`src/lft_ram.sv`:
```
// Generic single-write, single-read synchronous RAM with registered read.
// No dependencies.
module lft_ram #(
  parameter int WIDTH = 8,
  parameter int DEPTH = 16
) (
  input  logic                                         clk,
  input  logic                                         we,
  input  logic [((DEPTH > 1) ? $clog2(DEPTH) : 1)-1:0] waddr,
  input  logic [WIDTH-1:0]                             wdata,
  input  logic [((DEPTH > 1) ? $clog2(DEPTH) : 1)-1:0] raddr,
  output logic [WIDTH-1:0]                             rdata
);
  logic [WIDTH-1:0] mem [DEPTH];

  always_ff @(posedge clk) begin
    if (we) mem[waddr] <= wdata;
    rdata <= mem[raddr];
  end
endmodule

```
`config.mk`:
```
export PLATFORM = sky130hd
export DESIGN_NAME = lft_ram
export DESIGN_NICKNAME = d
export VERILOG_FILES = /design/src/lft_ram.sv
export SDC_FILE = /design/constraint.sdc
export NUM_CORES = 1
export LEC_CHECK = 0
export ABC_AREA = 0
export BUFFER_PORTS_ARGS = -buffer_cell sky130_fd_sc_hd__buf_2
export CELL_PAD_IN_SITES_DETAIL_PLACEMENT = 1
export CELL_PAD_IN_SITES_GLOBAL_PLACEMENT = 1
export CORE_ASPECT_RATIO = 0.7
export CORE_UTILIZATION = 45
export DETAILED_ROUTE_END_ITERATION = 8
export PLACE_DENSITY_LB_ADDON = 0.12
export SKIP_LAST_GASP = 1
export SYNTH_ARGS = -nofsm -noshare
export SYNTH_HDL_FRONTEND = slang
export SYNTH_SLANG_ARGS = --single-unit
```
`constraint.sdc`:
```
create_clock -name clk -period 3.9 [get_ports clk]
set_input_delay 1.17 -clock clk [delete_from_list [all_inputs] [get_ports clk]]
set_output_delay 1.17 -clock clk [all_outputs]
set_load 0.01 [all_outputs]
```
# After elaboration in Yosys (flattened, before gate mapping)
# Memories as Yosys holds them, arrays and structs flattened. A register that Yosys moved wholly into a read port is not among the register bits.
# Cells that the tools add are included.
# word_totals
input_bits,18
reg_bits,0
latchBits,0
wordCells,3
memories,1
romBits,0
ramBits,128
# mem_list
name,depth,width,read_ports,rd_clocked_by_memory_dff,wr,line_no,source
mem,16,8,1,1,1,14,logic [WIDTH-1:0] mem [DEPTH];
# classes
div_mod_pow,0
magnitude_cmp,0
n_shift,0
reduce_logical,0
n_addsub,0
bitwise,0
mux,2
eq_ne,0
multipliers,0
# ops
op,count
$mux 1,2

# Depth between registers and ports, before layout
# Gate-level depths: netlist (run 1).
# depth
ltp_word,2
mapped_depth,5
depth_no_buf,3

# Least setup slack after synthesis (run 1)
# No wires, ideal clock.
# synth_timing
path_type,input to register
start,in waddr[2] (netlist name)
end,mem mem[0][0] (enable)
setup_slack_ps,1237
cell_stages,2
t_arrival_ps,2280
path_buffers,0
path_cell_list,or3b_2 -> nor3_1
# synth_lines
element,line_no,source
"start, declared",9,"input logic [((DEPTH > 1) ? $clog2(DEPTH) : 1)-1:0] waddr,"
"end, declared",14,
# Straight into the memory's write port.

# Worst setup path in the final report (run 1)
# layout_timing
start,in waddr[2] (netlist name)
end,mem mem[2][2] (enable)
# Straight into the memory's write port.

==> results of run 1 <==
==> final cells by class <==
cell class,instances,area share [%]
Timing Repair Buffer,31,3.04
Clock buffer,20,7.27
Tap cell,153,3.19
Clock inverter,12,2.21
Multi-Input combinational cell,83,17.6
Sequential cell,136,66.7
==> worst max-delay path: stages <==
cell and delay (ns):
buf_2 0.12, or3b_2 0.55, nor2_1 0.69
==> stage by stage <==
| step | area (um2) | hold slack, ns |
|---|---|---|
| 6_report | 6000 | 0.690 |
| 5_1_grt | 6000 | 0.726 |
| 4_1_cts | 6000 | 0.692 |
| 3_5_place_dp | 5440 | 0.677 |
| 3_3_place_gp | 5440 | 0.667 |
| 2_1_floorplan | 5150 | 0.629 |
==> cells in the final DEF (no fill, tap or decap) <==
| cell | n |
|---|---|
| edfxtp_1 | 128 |
| buf_2 | 25 |
| mux4_2 | 18 |
| clkbuf_16 | 17 |
| a22oi_1 | 16 |
| mux4_1 | 14 |
| nor2_1 | 13 |
| nand2_1 | 9 |
| dfxtp_1 | 8 |
| clkinv_1 | 5 |
| buf_4 | 5 |
| nor3_1 | 4 |
| clkbuf_1 | 3 |
| clkinv_2 | 3 |
| bufinv_16 | 3 |
| nand3b_1 | 2 |
| nand2b_1 | 2 |
| nor2b_1 | 1 |
| and2_1 | 1 |
| and2b_1 | 1 |
| nand3_1 | 1 |
| or3b_2 | 1 |
| clkinv_4 | 1 |
| buf_12 | 1 |
==> synthesized netlist by cell type <==
master	number	area, um2
buf_4	1	7.51
mux4_1	14	368
mux4_2	18	405
edfxtp_1	128	3840
nor3_1	4	20.0
nor2_1	13	48.8
clkdlybuf4s25_2	3	30.0
and2_1	1	6.26
and2b_1	1	7.51
buf_2	3	15.0
nand3b_1	2	15.0
dfxtp_1	8	160
a22oi_1	16	120
nor2b_1	1	6.26
buf_6	3	33.8
nand3_1	1	5.00
or3b_2	1	8.76
nand2b_1	2	12.5
nand2_1	9	33.8
==> worst paths after layout <==
kind,end,startpoint,cells past startpoint
worst max-delay path,mem[2][2],waddr[2],3
worst min-delay path,rdata[6],mem[8][6],3
worst max register to register,rdata[3],mem[14][3],3
worst min register to register,rdata[6],mem[8][6],3
==> cells by family after synthesis <==
logic type | Yosys count | synth area share, %
flip-flops | 136 | 77.8
multiplexers | 32 | 15.0
AO/OA/AOI/OAI | 16 | 2.33
AND/OR/NAND/NOR | 35 | 3.18
buffers and inverters | 10 | 1.68
==> metal layers <==
metal  up-vias  track usage (%)  routed length [um]
li1       1050                -                   -
met1      1303             30.7                5410
met2        60             30.6                5140
met3        12             6.89                 505
met4         0             6.40                  98
met5         -                0                   0
==> registers in the layout (all words and copies together) (netlist names) <==
signal	cells
mem	128
rdata	8
==> power breakdown <==
| part | leakage [nW] | internal [mW] | switching, mW | total, mW |
|---|---|---|---|---|
| logic | 0.506 | 0.0620 | 0.0969 | 0.159 |
| registers | 1.22 | 1.64 | 0.00949 | 1.64 |
| clock network | 0.279 | 0.990 | 0.563 | 1.55 |
==> results_dict.tcl, run 1 <==
set metrics [dict create \
    clockBufferDepth 2 \
    stdcell_count 435 \
    rsz0062_at_grt "no" \
    nets 287 \
    hold_path_class "register to register" \
    wl_um 11200 \
    peakVddDrop_mv 0.322 \
    ff_latch_area_um2 4000 \
    run_status "finished, final reports clean" \
    first_pass_iters 4 \
    port_buffers 25 \
    required_ns 3.93 \
    drv_cap 0 \
    ctsResizeCount 0 \
    cts.root.buffer_cell "clkbuf_16" \
    fin_skew_ns 0.00961 \
    fill_cells 990 \
    pin_count 26 \
    routed-via-count 2425 \
    finalSetupTns_ns 0 \
    die_height_um 91.5 \
    final_util_pct 54.1 \
    track_usage_pct 21.2 \
    overflow 0 \
    fin_crit_sh_pct 64.1 \
    fp-row-count 32 \
    synth_cell_type_count 19 \
    routabilityCongestion 0.668 \
    grt_max_degree 33 \
    holdBufCountCts 0 \
    setup_viol 0 \
    powerDensity_nw_per_um2 559 \
    fmax_mhz 400 \
    yosys_warnings 0 \
    grt_pass1_wl_um 16700 \
    endpoint_kind "register" \
    power_leakage_nw 2.01 \
    power_mw 3.36 \
    post-dp-hpwl_um 7230 \
    grt_pass1_vias 2538 \
    dp.cells 403 \
    ys_seq_elements 136 \
    final_layout_size_suffix_gt1_share_pct 26.2 \
    routedWlPerCell_um 25.6 \
    die_area_um2 11900 \
    yosysSeqAreaShare_pct 77.8 \
    final_max_slew_viol_count 0 \
    drc_errors 0 \
    drt_iter0_drc 230 \
    netlist_area_um2 5150 \
    die_w_um 130 \
    period_needed_ns 2.50 \
    cts_setup_buffers 0 \
    core_region_area_um2 11100 \
    start_util_pct 46.4 \
    path_clk_slew_ns 0.05 \
    worst_slew_pin_slew_ns 0.865 \
    clock-sinks 136 \
    clock_latency_ns 0.41 \
    n_antenna_cell 0 \
    synthCells 229 \
    avgViaCountPerCell 5.57 \
    hold_viol_final 0 \
    area_growth_syn_to_layout_pct 16.7 \
    cp.arrival_ns 2.53 \
    setup_ws_ns 1.40 \
    path_max_fanout 8 \
    cts-buffers-inserted 17 \
    ant_nets 0 \
    antenna_found_initial 0 \
    relSlewSlack_pct 42.1 \
    worstSetupPathType "input port to register" \
    htree_num_levels 4 \
    critPathLaunchType "input port" \
    rrSetupSlack_ns 2.52 \
    multi_input_area_um2 1060 \
    postSynthAreaPerCell_um2 22.5 \
    place_ws_ns 0.923 \
    synth_nets 247 \
    cts_tree "yes" \
]
Note: power is estimated with default switching activity, not from simulation.
==> run 2: changes to the inputs <==
==> constraint.sdc (replaced) <==
create_clock -name clk -period 2.2 [get_ports clk]
set_input_delay 0.66 -clock clk [delete_from_list [all_inputs] [get_ports clk]]
set_output_delay 0.66 -clock clk [all_outputs]
set_load 0.01 [all_outputs]
==> run 2 against run 1 <==
Effect of this change:
- clock skew fell by 0.0038 ns
- final cell count is 3.9% higher
- routed wire length decreased by 0.15%
- combinational power rose by 88%
- register-to-register slack lost 1.7 ns
- via count up 0.33%
- highest routed layer unchanged
==> results_dict.tcl, run 2 (synthesized netlist as in run 1, its figures left out) <==
set metrics [dict create \
    run_status "finished, final reports clean" \
    drc_errors 0 \
    routed-via-count 2433 \
    track_usage_pct 21.2 \
    cts-buffers-inserted 17 \
    start_util_pct 46.4 \
    hold_viol_final 0 \
    crit_chain "buf_2 > buf_12 > buf_4 > mux4_2 > a22oi_1 > nand2_1" \
    avgViaCountPerCell 5.38 \
    pin_count 26 \
    postLayoutCellArea_um2 6240 \
    nets 304 \
    whs_ns 0.648 \
    die_area_um2 11900 \
    multi_input_area_um2 1060 \
    fp-row-count 32 \
    critPathLaunchType "input port" \
    largest_register_ffs 128 \
    antenna_found_initial 0 \
    core_region_area_um2 11100 \
    post-dp-hpwl_um 6940 \
    area_growth_syn_to_layout_pct 21.3 \
    relSlewSlack_pct 75.9 \
    routedWlPerCell_um 24.6 \
    worstSetupPathType "input port to register" \
    final_max_slew_viol_count 0 \
    critPathBufInv 3 \
    clockBufferDepth 2 \
    mostFrequentLayoutCell "edfxtp_1" \
    final_layout_size_suffix_gt1_share_pct 31.8 \
    cts_tree "yes" \
    path_max_fanout 11 \
    largest-register "mem" \
    n_antenna_cell 0 \
    period_needed_ns 1.67 \
    path_clk_slew_ns 0.06 \
    wl_um 11100 \
    die_height_um 91.5 \
    clock_latency_ns 0.42 \
    hold_path_class "input port to register" \
    holdBufCountCts 0 \
    fin_skew_ns 0.00577 \
    routabilityCongestion 0.691 \
    grt_max_degree 33 \
    die_w_um 130 \
    endpoint_kind "register" \
    power_leakage_nw 2.14 \
    fin_crit_sh_pct 76.0 \
    peakVddDrop_mv 0.691 \
    ff_latch_area_um2 4000 \
    grt_pass1_wl_um 16400 \
    clock-sinks 136 \
    setup_viol 0 \
    slowest_stage "mux4_2" \
    rsz0062_at_grt "no" \
    drv_cap 0 \
    fmax_mhz 598 \
    reg_top3 "mem (128), rdata (8)" \
    cts_setup_buffers 0 \
    power_mw 6.36 \
    cp.arrival_ns 1.97 \
    ant_nets 0 \
    fill_cells 957 \
    slowest_delay_ns 0.54 \
    overflow 0 \
    grt_pass1_vias 2510 \
    htree_num_levels 4 \
    cts.root.buffer_cell "clkbuf_16" \
    first_pass_iters 4 \
    layout_common_cells "edfxtp_1 (128), buf_2 (25), buf_4 (20)" \
    placed_area_um2 5590 \
    cp_top_family "multiplexers" \
    required_ns 2.50 \
    worst_slew_pin_slew_ns 0.361 \
    port_buffers 25 \
    ctsResizeCount 0 \
    finalSetupTns_ns 0 \
    drt_iter0_drc 261 \
    powerDensity_nw_per_um2 1020 \
]
[run 2: area by class of cell]
class                           instances  share of cell area [%]
Sequential cell                       136                    64.1
Multi-Input combinational cell         83                    16.9
Clock buffer                           17                    6.81
Timing Repair Buffer                   48                    5.37
Clock inverter                         15                    3.71
Tap cell                              153                    3.07
[run 2: path summary, 6_finish.rpt]
check                                 from  slack, ns    endpoint  cells past startpoint
worst max-delay path              raddr[0]       0.53    rdata[1]                      6
worst min-delay path              wdata[5]       0.65  mem[14][5]                      1
worst max register to register  mem[15][0]       0.84    rdata[0]                      3
worst min register to register   mem[6][4]       0.68    rdata[4]                      3
[run 2: through the flow]
stage                     utilization, %  std cells  setup WS, ns
after floorplan                        -        229        0.0471
after global placement              50.4        420        0.0892
after detailed placement            50.4        420        0.0747
after CTS                           56.3        452         0.516
after global routing                56.3        452         0.476
final                               56.3        452         0.529
[run 2: metal layers]
metal  share of wire, %  wire (um)  global-route usage [%]  up-vias
li1                   -          -                       -     1089
met1                 50       5570                    33.2     1263
met2                 43       4780                    27.6       71
met3                6.2        690                    6.95       10
met4               0.90        100                    6.98        0
met5                  0          0                       0        -
[run 2: power breakdown]
part           total (mW)  internal [mW]  switching (mW)
combinational       0.299          0.124           0.174
clock                3.14           2.10            1.04
sequential           2.91           2.90          0.0172
==> run 3: changes to the inputs <==
==> constraint.sdc (replaced) <==
create_clock -name clk -period 1.4 [get_ports clk]
set_input_delay 0.42 -clock clk [delete_from_list [all_inputs] [get_ports clk]]
set_output_delay 0.42 -clock clk [all_outputs]
set_load 0.01 [all_outputs]
==> run 3 against run 2 <==
Effect of this change:
- non-clock buffer count rose by 13
- combinational power rose by 70%
- final cell count rose by 2.9%
- routed wire length fell by 6.9%
- sequential share of layout area fell by 2.2 points
- sequential cell count did not move
- critical path type unchanged
- critical endpoint is now rdata[7]
- largest power group unchanged
==> results_dict.tcl, run 3 (synthesized netlist as in run 1, its figures left out) <==
set metrics [dict create \
    run_status "finished, final reports clean" \
    fin_skew_ns 0.00593 \
    wl_um 10400 \
    pin_count 26 \
    critPathLaunchType "input port" \
    slowest_delay_ns 0.49 \
    avgViaCountPerCell 5.31 \
    slowest_stage "mux4_2" \
    antenna_found_initial 0 \
    core_region_area_um2 11100 \
    clock_latency_ns 0.41 \
    worst_slew_pin_slew_ns 0.889 \
    final_util_pct 58.3 \
    critPathBufInv 3 \
    cts_tree "yes" \
    post-dp-hpwl_um 6650 \
    endpoint_kind "register" \
    worstSetupPathType "input port to register" \
    cp_top_family "multiplexers" \
    overflow 0 \
    powerDensity_nw_per_um2 1560 \
    area_growth_syn_to_layout_pct 25.6 \
    die_w_um 130 \
    fp-row-count 32 \
    reg_top3 "mem (128), rdata (8)" \
    cts.root.buffer_cell "clkbuf_16" \
    drt_iter0_drc 275 \
    die_area_um2 11900 \
    cp.arrival_ns 1.64 \
    routed-via-count 2469 \
    htree_num_levels 4 \
    postLayoutCellArea_um2 6460 \
    layout_common_cells "edfxtp_1 (128), mux4_2 (31), buf_2 (25), buf_4 (25), clkbuf_16 (17)" \
    drc_errors 0 \
    hold_path_class "input port to register" \
    routedWlPerCell_um 22.3 \
    setup_viol 0 \
    start_util_pct 46.4 \
    cts_setup_buffers 0 \
    fmax_mhz 741 \
    ant_nets 0 \
    path_clk_slew_ns 0.06 \
    crit_chain "buf_2 > buf_12 > buf_4 > mux4_2 > a22oi_2 > nand2_1" \
    power_leakage_nw 2.20 \
    grt_max_degree 19 \
    min_path_cells 1 \
    crit_cells 6 \
    first_pass_iters 4 \
    grt_pass1_vias 2646 \
    nets 317 \
    routabilityCongestion 0.707 \
    die_height_um 91.5 \
    clockBufferDepth 2 \
    largest_register_ffs 128 \
    hold_viol_final 0 \
    n_antenna_cell 0 \
    largest-register "mem" \
    path_max_fanout 12 \
    placed_area_um2 5790 \
    track_usage_pct 20.2 \
    rsz0062_at_grt "no" \
    period_needed_ns 1.35 \
    final_max_slew_viol_count 0 \
    grt_pass1_wl_um 16100 \
    setup_ws_ns 0.0505 \
    mostFrequentLayoutCell "edfxtp_1" \
    clock-sinks 136 \
    relSlewSlack_pct 40.6 \
    place_ws_ns -0.469 \
    rr_worst_depth 3 \
    fin_crit_sh_pct 96.4 \
    final_layout_size_suffix_gt1_share_pct 41.7 \
    peakVddDrop_mv 0.896 \
    port_buffers 25 \
    drv_cap 0 \
    required_ns 1.69 \
    cts-buffers-inserted 17 \
]
run 3: through the flow:
step                      power (mW)  setup TNS [ns]  hold slack, ns  std cells
after global placement          5.16          -21.96           0.658        433
after CTS                       10.2               0           0.374        465
after global routing            10.4               0           0.389        465
after floorplan                 4.93           -2.04           0.519        229
after detailed placement        5.18          -23.64           0.674        433
final                           10.1               0           0.389        465
run 3: metal layers:
metal | routed length (um) | vias to the layer above | global-route usage (%)
met5 | 0 | - | 0
li1 | - | 1104 | -
met3 | 323 | 15 | 5.95
met1 | 5180 | 1307 | 29.5
met4 | 157 | 0 | 7.56
met2 | 4710 | 43 | 28.7
run 3: layout make-up:
class,count,area (um2)
Fill cell,971,4630
Multi-Input combinational cell,83,1070
Tap cell,153,191
Sequential cell,136,4000
Clock inverter,9,194
Clock buffer,23,468
Timing Repair Buffer,61,533
run 3: worst paths after layout:
path | from | end | slack (ns)
max reg2reg | mem[0][6] | rdata[6] | 0.10
min reg2reg | mem[0][5] | rdata[5] | 0.68
max | raddr[0] | rdata[7] | 0.05
min | wdata[1] | mem[5][1] | 0.39
run 3: worst reg2reg max path, cell delays in order, from the launching register on:
cell	delay [ns]
edfxtp_1	0.38
mux4_2	0.47
a22oi_1	0.23
nand2_1	0.10
run 3: power breakdown:
part	switching (mW)	internal (mW)	total, mW
clock	1.58	3.42	5.00
combinational	0.268	0.240	0.508
sequential	0.0263	4.55	4.58
total	1.87	8.22	10.1
run 3: what timing repair did:
item	CTS	global route
resized for setup	2	1
hold buffers	0	0
endpoints found under the setup margin	2	1
